### config.mk
export PLATFORM = sky130hd
export DESIGN_NAME = base32_strict_decoder
export DESIGN_NICKNAME = d
export VERILOG_FILES = /design/src/b32sd_pkg.sv /design/src/base32_strict_decoder.sv /design/src/b32sd_step.sv
export SDC_FILE = /design/constraint.sdc
export NUM_CORES = 1
export LEC_CHECK = 0
export BUFFER_PORTS_ARGS = -buffer_cell sky130_fd_sc_hd__buf_2
export CAP_MARGIN = 30
export CORE_MARGIN = 2
export CORE_UTILIZATION = 50
export CTS_CLUSTER_DIAMETER = 120
export CTS_CLUSTER_SIZE = 40
export DETAILED_ROUTE_END_ITERATION = 10
export MAX_ROUTING_LAYER = met4
export PLACE_DENSITY = 0.68
export SYNTH_ARGS = -nofsm -noshare
export SYNTH_HDL_FRONTEND = slang
export SYNTH_SLANG_ARGS = --single-unit
### constraint.sdc
create_clock -name clk -period 3.07 [get_ports clk]
set_clock_uncertainty 0.05 [all_clocks]
set_input_delay 0.4605 -clock clk [delete_from_list [all_inputs] [get_ports clk]]
set_output_delay 0.4605 -clock clk [all_outputs]
set_load 0.05 [all_outputs]
### src/b32sd_pkg.sv
`default_nettype none

package b32sd_pkg;

    localparam logic [7:0] CHR_LOWER_A = 8'h61;
    localparam logic [7:0] CHR_LOWER_Z = 8'h7a;
    localparam logic [7:0] CHR_TWO     = 8'h32;
    localparam logic [7:0] CHR_SEVEN   = 8'h37;
    localparam logic [7:0] DIGIT_BASE  = 8'd26;
    localparam logic [7:0] BYTE_MASK   = 8'hff;

    typedef enum logic [1:0] {
        STATUS_OK         = 2'd0,
        STATUS_BAD_SYMBOL = 2'd1,
        STATUS_BAD_LENGTH = 2'd2,
        STATUS_TRAILING   = 2'd3
    } status_t;

    typedef struct packed {
        logic [6:0] residue_bits;
        logic [2:0] residue_count;
        logic [2:0] char_count;
        logic       symbol_error;
    } dec_state_t;

    typedef struct packed {
        logic [7:0] data_byte;
        logic       byte_valid;
        logic       end_of_text;
        status_t    status;
    } dec_result_t;

endpackage

`default_nettype wire

### src/base32_strict_decoder.sv
`default_nettype none

// Channel  Direction  Handshake           Beat contents
// input    in         in_valid/in_stall   symbol, last
// output   out        out_valid/out_stall data_byte, byte_valid, end_of_text, status
//
// One beat is accepted per clock and one result beat leaves per clock while the output is not stalled.
// A beat passes through an input register, then the symbol step into the result register.
// The residue and character count advance as a beat moves into the result register.
// A stalled output holds its result; the input register still takes one more beat if it is empty.
// Reset clears the decoder state and both valid flags.

module base32_strict_decoder (
    input  wire logic       clk,
    input  wire logic       rst_n,
    input  wire logic       in_valid,
    output logic            in_stall,
    input  wire logic [7:0] symbol,
    input  wire logic       last,
    output logic            out_valid,
    input  wire logic       out_stall,
    output logic [7:0]      data_byte,
    output logic            byte_valid,
    output logic            end_of_text,
    output logic [1:0]      status
);

    logic                   in_valid_reg;
    logic                   in_valid_next;
    logic [7:0]             symbol_reg;
    logic                   last_reg;
    logic                   out_valid_reg;
    logic                   out_valid_next;
    logic                   advance;
    b32sd_pkg::dec_state_t  state_reg;
    b32sd_pkg::dec_state_t  state_next;
    b32sd_pkg::dec_state_t  step_state;
    b32sd_pkg::dec_result_t result_reg;
    b32sd_pkg::dec_result_t step_result;

    b32sd_step u_step (
        .symbol     (symbol_reg),
        .last       (last_reg),
        .state      (state_reg),
        .state_next (step_state),
        .result     (step_result)
    );

    always_comb
    begin
        advance  = in_valid_reg && !(out_valid_reg && out_stall);
        in_stall = in_valid_reg && !advance;

        in_valid_next = in_valid_reg;
        if (!in_stall)
        begin
            in_valid_next = in_valid;
        end

        out_valid_next = out_valid_reg;
        if (advance)
        begin
            out_valid_next = 1'b1;
        end
        else if (!out_stall)
        begin
            out_valid_next = 1'b0;
        end

        state_next = advance ? step_state : state_reg;
    end

    always_ff @(posedge clk or negedge rst_n)
    begin
        if (!rst_n)
        begin
            in_valid_reg  <= 1'b0;
            out_valid_reg <= 1'b0;
            state_reg     <= '0;
        end
        else
        begin
            in_valid_reg  <= in_valid_next;
            out_valid_reg <= out_valid_next;
            state_reg     <= state_next;
        end
    end

    always_ff @(posedge clk)
    begin
        if (in_valid && !in_stall)
        begin
            symbol_reg <= symbol;
            last_reg   <= last;
        end
        if (advance)
        begin
            result_reg <= step_result;
        end
    end

    assign out_valid   = out_valid_reg;
    assign data_byte   = result_reg.data_byte;
    assign byte_valid  = result_reg.byte_valid;
    assign end_of_text = result_reg.end_of_text;
    assign status      = result_reg.status;

endmodule

`default_nettype wire

### src/b32sd_step.sv
`default_nettype none

module b32sd_step (
    input  wire logic [7:0]               symbol,
    input  wire logic                     last,
    input  wire b32sd_pkg::dec_state_t    state,
    output b32sd_pkg::dec_state_t         state_next,
    output b32sd_pkg::dec_result_t        result
);

    always_comb
    begin
        logic        is_letter;
        logic        is_digit;
        logic [7:0]  diff;
        logic [4:0]  value;
        logic [11:0] acc;
        logic [3:0]  cnt;
        logic [6:0]  keep_mask;
        logic [11:0] shifted;
        logic [2:0]  tail;

        is_letter = (symbol >= b32sd_pkg::CHR_LOWER_A) && (symbol <= b32sd_pkg::CHR_LOWER_Z);
        is_digit  = (symbol >= b32sd_pkg::CHR_TWO) && (symbol <= b32sd_pkg::CHR_SEVEN);
        if (is_letter)
        begin
            diff = symbol - b32sd_pkg::CHR_LOWER_A;
        end
        else
        begin
            diff = symbol - b32sd_pkg::CHR_TWO + b32sd_pkg::DIGIT_BASE;
        end
        value = diff[4:0];

        acc       = {state.residue_bits, value};
        cnt       = {1'b0, state.residue_count} + 4'd5;
        shifted   = 12'd0;
        keep_mask = 7'd0;

        state_next         = state;
        result.data_byte   = 8'd0;
        result.byte_valid  = 1'b0;
        result.end_of_text = last;
        result.status      = b32sd_pkg::STATUS_OK;

        if (!state.symbol_error)
        begin
            if (!(is_letter || is_digit))
            begin
                state_next.symbol_error = 1'b1;
            end
            else
            begin
                if (cnt >= 4'd8)
                begin
                    cnt               = cnt - 4'd8;
                    shifted           = acc >> cnt;
                    result.data_byte  = shifted[7:0] & b32sd_pkg::BYTE_MASK;
                    result.byte_valid = 1'b1;
                end
                keep_mask                = 7'h7f >> (3'd7 - cnt[2:0]);
                state_next.residue_count = cnt[2:0];
                state_next.residue_bits  = acc[6:0] & keep_mask;
            end
        end
        state_next.char_count = state.char_count + 3'd1;

        tail = state_next.char_count;
        if (last)
        begin
            if (tail == 3'd1 || tail == 3'd3 || tail == 3'd6)
            begin
                result.status = b32sd_pkg::STATUS_BAD_LENGTH;
            end
            else if (state_next.symbol_error)
            begin
                result.status = b32sd_pkg::STATUS_BAD_SYMBOL;
            end
            else if (state_next.residue_bits != 7'd0)
            begin
                result.status = b32sd_pkg::STATUS_TRAILING;
            end
            else
            begin
                result.status = b32sd_pkg::STATUS_OK;
            end
            state_next = '0;
        end
    end

endmodule

`default_nettype wire

# Word level (Yosys, flattened, before mapping)
# Index checks and enable logic that the tools add are counted.
# totals
elab_cells,69
regBits,37
latch_bits,0
inputBits,13
ram_bits,0
out_inout_bits,14
romBits,0
mem_count,0
# op_classes
mux,15
div_mod_pow,0
multipliers,0
reduce_logical,18
addsub,7
n_shift,2
order_cmp,5
eq_ne,5
bitwise_logic,4
# op_table
cell,n
$mux W10,2
$mux W14,1
$shr A12 B4 Y8,1
$mux W3,3
$ge A8 B6 Y1 const B,1
$ge A8 B7 Y1 const B,1
$le A8 B6 Y1 const B,1
$le A8 B7 Y1 const B,1
$and A7 B7 Y7,1
$reduce_bool A7 Y1,1
$shr A7 B3 Y7 const A,1
$logic_and A1 B1 Y1,6
$mux W2,3
$add A5 B5 Y5 const B,1
$mux W1,5
$mux W5,1
$sub A5 B1 Y5 const B,1
$sub A5 B5 Y5 const B,1
$add A3 B3 Y4 const B,1
$ge A4 B4 Y1 const B,1
$reduce_or A2 Y1,2
$sub A4 B4 Y4 const B,1
$add A3 B1 Y3 const B,1
$eq A3 B1 Y1 const B,1
other kinds (11),17

# Depth between registers and ports, before layout
# Gate-level depths: netlist of the first run.
# depth
word_depth,14
ltp_mapped,10
ltp_nobuf,9

# Modules after synthesis
# Synthesis of the first run repeated with hierarchy kept, for this count alone.
# unflattened
hier_cells,236
hier_area_um2,2479.9
# modules_own_cells
mod,cells_each,area_per_inst_um2,instances
base32_strict_decoder,58,1291.2,1
b32sd_step,178,1188.6,1

# Worst setup path after synthesis of the first run
# Ideal clock, no wire load.
# synth_timing
kind,reg2reg
from,register state_reg[4] (netlist bit)
to,"register result_reg (netlist bit data_byte[0]), data pin"
slack_ns,0.495
t_required_ns,2.764
t_arrival_ns,2.269
n_path_buf,3
period_less_slack_ns,2.575
setup_time_ns,0.256
path_stages_with_launch,9
cell_sequence,dfrtp_1 -> clkbuf_1 -> inv_1 -> ha_1 -> clkbuf_1 -> clkbuf_1 -> and3_1 -> o221ai_1 -> o211a_1
# synth_via
elab_chain_cells,4
word_cells_on_any_way,6
cone_classes,add/sub (2); order compare (1); shift (1); bitwise (1); reduce/logical (1)
# synth_rtl
item,line,text
from (decl),base32_strict_decoder.sv:35,b32sd_pkg::dec_state_t state_reg;
from (signal assigned),base32_strict_decoder.sv:85,state_reg <= state_next;
$add A3 B3 Y4 (*),b32sd_step.sv:36,"cnt = {1'b0, state.residue_count} + 4'd5;"
branches (longest 3 deep; another with $sub A4 B4 Y4),n/a,
to (signal assigned),base32_strict_decoder.sv:98,result_reg <= step_result;
to (decl),base32_strict_decoder.sv:38,b32sd_pkg::dec_result_t result_reg;
# Mark *: on every way between the ends.
# A chain may end at the register's enable or synchronous reset.

# Final worst setup path of the first run
# layout_timing
from,register symbol_reg[0]
to,"register result_reg (netlist bit status[1]), data pin"
# layout_via
elab_chain_cells,10
word_cells_on_any_way,20
cone_classes,add/sub (3); order compare (4); mux (8); bitwise (1); reduce/logical (4)
# layout_rtl
item,line,text
from (decl),base32_strict_decoder.sv:30,logic [7:0] symbol_reg;
from (signal assigned),base32_strict_decoder.sv:93,symbol_reg <= symbol;
"$sub A5 B5 Y5, or another cell as far along",b32sd_step.sv:31,diff = symbol - b32sd_pkg::CHR_TWO + b32sd_pkg::DIGIT_BASE;
$add A5 B5 Y5 / $logic_and A1 B1 Y1 (equally long branches),"b32sd_step.sv:31, b32sd_step.sv:23",
$mux W5,b32sd_step.sv:25,if (is_letter)
$and A7 B7 Y7,b32sd_step.sv:63,state_next.residue_bits = acc[6:0] & keep_mask;
$mux W10,b32sd_step.sv:48,if (!(is_letter || is_digit))
$mux W10,b32sd_step.sv:46,if (!state.symbol_error)
$reduce_bool A7 Y1,b32sd_step.sv:79,else if (state_next.residue_bits != 7'd0)
$mux W2,b32sd_step.sv:79,
$mux W2 (*),b32sd_step.sv:75,else if (state_next.symbol_error)
$mux W2 (*),b32sd_step.sv:71,if (tail == 3'd1 || tail == 3'd3 || tail == 3'd6)
# Mark *: on every way between the ends. The rest lies on a longest branch, timed or not. The select of a mux whose other input is x is not followed.

==> flow_summary_export.csv, run 1 <==
group,metric,value,unit
outcome,outcome,"completed",
critical_path,rr_worst_depth,8,
synth,synth-warning-count,0,
grt,grt_pass1_wl,7.94,mm
power,leakagePower,0.00108,uW
synth,synth_top_family_by_area,"compound AO/OA/AOI/OAI gates",
critical_path,worst-path-buf-inv,1,
synth,synth_compound_gate_area_share,0.216,
critical_path,slowest_delay,470,ps
finish,insertedDiodeCount,0,
drt,via_per_inst,5.85,
grt,antenna_found_initial,0,
critical_path,endpoint_kind,"register",
timing,max_freq,383,MHz
drt,drtAntennaViolNets,0,
floorplanning,die_area,5000,sq um
finish,layout.nets,259,
grt,track_usage,0.206,
finish,drive_above_1_share,0.232,
power,max-vdd-ir-drop,0.337,mV
drt,first_pass_iters,4,
synth,ys_top_cells_by_count,"21 x edfxtp_1, 16 x dfrtp_1, 16 x nand2_1, 14 x inv_1, 12 x nor2_1",
cts,clk_pin_slew,80,ps
critical_path,cp_top_family,"compound AO/OA/AOI/OAI gates",
synth,synth_top_area_share,0.283,
synth,synthAdderAreaFrac,0.0562,
timing,grt_setup_unrepaired,"false",
critical_path,start_kind,"register",
floorplanning,core-area,4320,sq um
drt,drc,0,
cts,hold_buffers,0,
finish,fin_cells,289,
synth,ys_ff_latch,37,
synth,synth_area_per_cell,10.8,sq um
cts,cts_htree_levels,2,
synth,synthSimpleGateAreaFrac,0.157,
finish,fin_area,2500,sq um
placed_design,place.port_buffers,26,
placed_design,placed_cell_area,2400,sq um
synth,synthXorXnorAreaFrac,0.00393,
placed_design,place_hpwl,3.43,mm
synth,synth_flop_cell,"edfxtp_1",
hold_path,hold_class,"in2async",
grt,grt_max_degree,20,
synth,ys_seq_area_frac,0.463,
run,drv_cap,0,
power,power_density,518,nW/um^2
synth,synth_edf_count,21,
synth,synth-async-reset-ratio,0.432,
cts,cts_buffer_depth,2,
cts,cts_resized,0,
placed_design,globalplace.congestion,0.865,
grt,grt_pass1_vias,1633,
synth,synth.most_common_cell,"edfxtp_1",
grt,grt_overflow_total,0,
critical_path,cp.depth,8,
placed_design,placedCellCount,281,
timing,max_slew_margin,0.578,
timing,fin_tns_setup,0,ps
drt,drt-total-wl,4.62,mm
timing,period_needed,2610,ps
cts,cts_buffers,5,
synth,synthTopCellsByArea,"edfxtp_1 28%, dfrtp_1 18%, ha_1 5.6%, mux2i_1 2.7%, nand2_1 2.7%",
synth,netlist_instances,207,
floorplanning,die_h,70.7,um
drt,wl_per_cell,16.0,um
floorplanning,die_w,70.7,um
critical_path,cp.required,3060,ps
synth,syn-num-nets,230,
floorplanning,placementRows,24,
cts,clock_sinks,37,
synth,synthesis.area,2230,sq um
critical_path,slowest_stage,"edfxtp_1",
timing,worst_pin_slew,628,ps
drt,dr_total_vias,1690,
critical_path,arrival,2610,ps
cts,cts_tree,"built",
cts,cts-root-buf,"clkbuf_8",
timing,whs,17.0,ps
synth,muxShareOfSynthArea,0.0523,
finish,area_growth_syn_to_layout,12.5,%
floorplanning,initial_core_util,0.515,
timing,maxSlewViolCount,0,
critical_path,cp_max_fo,7,
critical_path,worstSetupPathType,"reg2reg",
timing,hold_viol_final,0,
timing,setup_violations,0,
synth,ys_types,57,
synth,yosysTopAreaCell,"edfxtp_1",
floorplanning,pin_count,27,
cts,cts_setup_buffers,0,
cts,clock_latency,290,ps
timing,min_period_over_period,0.851,
drt,drt_iter0_markers,97,
finish,largest_register_ffs,14,
critical_path,crit_path_cell_trace,"inv_1 > ha_1 > nor3b_4 > a21o_1 > o31a_1 > a221oi_1 > a31oi_1 > o21a_1",
final cells by class:
cell class	instances	area [sq um]
clock buffer	7	97.6
clock inverter	1	3.75
fill	391	1820
inverter	15	56.3
multi-input combinational	146	1080
sequential	37	1030
tap	52	65.1
timing repair buffer	31	168
placed cells by master (no fill, tap or decap), drive strengths merged, types with 3 or more instances in the layout:
master / instances
a2111oi: 4
a211oi: 6
a21o: 5
a21oi: 10
a22o: 3
and3: 3
buf: 31
clkbuf: 7
dfrtp: 16
edfxtp: 21
ha: 10
inv: 15
mux2: 3
mux2i: 6
nand2: 16
nor2: 13
nor2b: 3
nor3: 7
o211ai: 3
o21ai: 11
o31ai: 4
metal layers:
| metal | global-route usage | wire [um] |
|---|---|---|
| met5 | - | 0 |
| met4 | 0.0503 | 44 |
| met3 | 0.0427 | 186 |
| met2 | 0.326 | 2220 |
| met1 | 0.273 | 2170 |
power breakdown:
| part | leakage (uW) | total [uW] | switching (uW) | internal, uW |
|---|---|---|---|---|
| Sequential | 0.000416 | 620 | 43.1 | 577 |
| Clock | 0.0000510 | 380 | 173 | 207 |
| Combinational | 0.000616 | 297 | 194 | 103 |
| Total | 0.00108 | 1300 | 409 | 888 |
cells by family (layout without fill, tap and decap cells):
kind of cell / Yosys count / count (layout)
compound gates: 64 / 64
simple gates: 61 / 61
flops: 37 / 37
buf+inv: 24 / 54
fa+ha+maj: 10 / 10
mux: 10 / 10
xor+xnor: 1 / 1
path summary, 6_finish.rpt:
kind | start | endpoint | slack [ps]
setup / recovery | symbol_reg[0]$_DFFE_PP_ | status[1]$_SDFFCE_PN0P_ | 460
hold / removal | rst_n | state_reg[10]$_DFFE_PN0P_ | 20
setup reg to reg | symbol_reg[0]$_DFFE_PP_ | status[1]$_SDFFCE_PN0P_ | 460
hold reg to reg | state_reg[6]$_DFFE_PN0P_ | state_reg[6]$_DFFE_PN0P_ | 480
max in group asynchronous | rst_n | state_reg[3]$_DFFE_PN0P_ | 2670
min in group clk | symbol[7] | symbol_reg[7]$_DFFE_PP_ | 300
stage by stage:
stage	setup WS (ps)	power, uW	utilization
2_1_floorplan	495	852	-
3_3_place_gp	519	925	0.556
3_5_place_dp	463	927	0.556
4_1_cts	459	1300	0.579
5_1_grt	242	1370	0.579
6_report	457	1300	0.579
Power figures use the tool's default switching activity.
==> run 2, diff against run 1 <==
--- a/config.mk
+++ b/config.mk
@@ -8,12 +8,12 @@
 export BUFFER_PORTS_ARGS = -buffer_cell sky130_fd_sc_hd__buf_2
 export CAP_MARGIN = 30
 export CORE_MARGIN = 2
-export CORE_UTILIZATION = 50
+export CORE_UTILIZATION = 47
 export CTS_CLUSTER_DIAMETER = 120
 export CTS_CLUSTER_SIZE = 40
 export DETAILED_ROUTE_END_ITERATION = 10
 export MAX_ROUTING_LAYER = met4
-export PLACE_DENSITY = 0.68
+export PLACE_DENSITY = 0.65
 export SYNTH_ARGS = -nofsm -noshare
 export SYNTH_HDL_FRONTEND = slang
 export SYNTH_SLANG_ARGS = --single-unit
==> run 2 against run 1 <==
Global-route usage is 0.70 points lower. Register-to-register slack worse by 200 ps. Utilization is 4.0 points lower. Via count hardly changed. Non-clock buffer count up 1. Wire length is 0.58% lower. Count of clock-buffer cells in the layout down 1. Cell count up 1.0%. Clock power shrank 13%. Critical endpoint unchanged. Largest cell class unchanged. Highest routed layer unchanged.
==> flow_summary_export.csv, run 2 (synthesized netlist as in run 1, its figures left out) <==
group,metric,value,unit
floorplanning,die_h,72.8,um
drt,drtAntennaViolNets,0,
finish,multi_input_area,1080,sq um
drt,first_pass_iters,4,
timing,grt_setup_unrepaired,"false",
drt,via_per_inst,5.78,
timing,maxSlewViolCount,0,
cts,clock_sinks,37,
finish,final_common_cell,"buf_2",
grt,grt_overflow_total,0,
placed_design,place_hpwl,3.44,mm
drt,drt_iter0_markers,92,
cts,clk_pin_slew,70,ps
finish,area_growth_syn_to_layout,12.1,%
floorplanning,initial_core_util,0.481,
power,leakagePower,0.00108,uW
placed_design,placed_cell_area,2410,sq um
run,drv_cap,0,
finish,layout.nets,260,
timing,max_slew_margin,0.575,
drt,drc,0,
cts,cts-root-buf,"clkbuf_8",
cts,cts_tree,"built",
cts,cts_resized,0,
floorplanning,core-area,4630,sq um
placed_design,globalplace.congestion,0.858,
grt,grt_pass1_vias,1593,
cts,cts_buffers,5,
critical_path,start_kind,"register",
timing,min_period_over_period,0.916,
critical_path,worstSetupPathType,"reg2reg",
cts,cts_buffer_depth,2,
grt,grt_max_degree,17,
finish,fin_cells,292,
finish,post-route-util,0.539,
floorplanning,pin_count,27,
power,max-vdd-ir-drop,0.263,mV
finish,layout_common_cells,"26 x buf_2, 21 x edfxtp_1, 16 x nand2_1, 16 x dfrtp_1, 14 x inv_1",
timing,worst_pin_slew,633,ps
cts,cts_setup_buffers,0,
cts,cts_htree_levels,2,
drt,wl_per_cell,15.7,um
timing,max_freq,356,MHz
power,power,1250,uW
floorplanning,die_area,5300,sq um
finish,largest_register_ffs,14,
hold_path,hold_class,"in2async",
critical_path,arrival,2810,ps
outcome,outcome,"completed",
power,power_density,501,nW/um^2
cts,hold_buffers,0,
grt,antenna_found_initial,0,
grt,grt_pass1_wl,7.63,mm
finish,insertedDiodeCount,0,
grt,track_usage,0.199,
placed_design,placedCellCount,284,
timing,fin_tns_setup,0,ps
placed_design,place.port_buffers,26,
critical_path,endpoint_kind,"register",
critical_path,cp.required,3060,ps
cts,clock_latency,290,ps
finish,ff_latch_area,1030,sq um
finish,fin_area,2490,sq um
drt,dr_total_vias,1689,
drt,drt-total-wl,4.59,mm
floorplanning,placementRows,25,
finish,drive_above_1_share,0.239,
timing,hold_viol_final,0,
critical_path,cp_max_fo,7,
finish,fill_cells,432,
timing,setup_violations,0,
timing,period_needed,2810,ps
floorplanning,die_w,72.8,um
[run 2: final timing paths]
check	start	to	slack [ps]	depth (start not counted)
hold / removal	rst_n	state_reg[10]$_DFFE_PN0P_	20	1
setup reg to reg	symbol_reg[0]$_DFFE_PP_	status[1]$_SDFFCE_PN0P_	260	8
setup / recovery	symbol_reg[0]$_DFFE_PP_	status[1]$_SDFFCE_PN0P_	260	8
max in group asynchronous	rst_n	state_reg[9]$_DFFE_PN0P_	2680	1
min in group clk	symbol[6]	symbol_reg[6]$_DFFE_PP_	290	1
hold reg to reg	state_reg[6]$_DFFE_PN0P_	state_reg[6]$_DFFE_PN0P_	470	1
[run 2: cell type report]
class	instances	area share
Inverter	15	0.0226
Tap cell	54	0.0271
Clock inverter	2	0.00401
Multi-Input combinational cell	146	0.434
Clock buffer	6	0.0291
Timing Repair Buffer	32	0.0702
Sequential cell	37	0.413
[run 2: power by group]
part / switching, uW / internal [uW]
sequential: 44.8 / 577
clock: 174 / 157
combinational: 191 / 105
[run 2: through the flow]
step	setup slack (ps)	hold WS (ps)
after CTS	280	26.5
final	258	22.7
after detailed placement	308	348
after global placement	374	345
after global routing	189	44.7
after floorplan	495	115
[run 2: worst max-delay path, stage by stage, from the launching register on]
cell and delay, ps:
edfxtp_1 500, inv_1 150, ha_1 260, nor3b_4 170, a21o_1 240, o31a_1 330, a221oi_1 500, a31oi_1 160
o21a_1 200
[run 2: layer usage]
layer,global-route usage,vias up,part of all wire
li1,-,843,-
met1,0.252,804,0.48
met2,0.311,36,0.48
met3,0.0414,6,0.033
met4,0.0823,0,0.012
met5,-,-,0
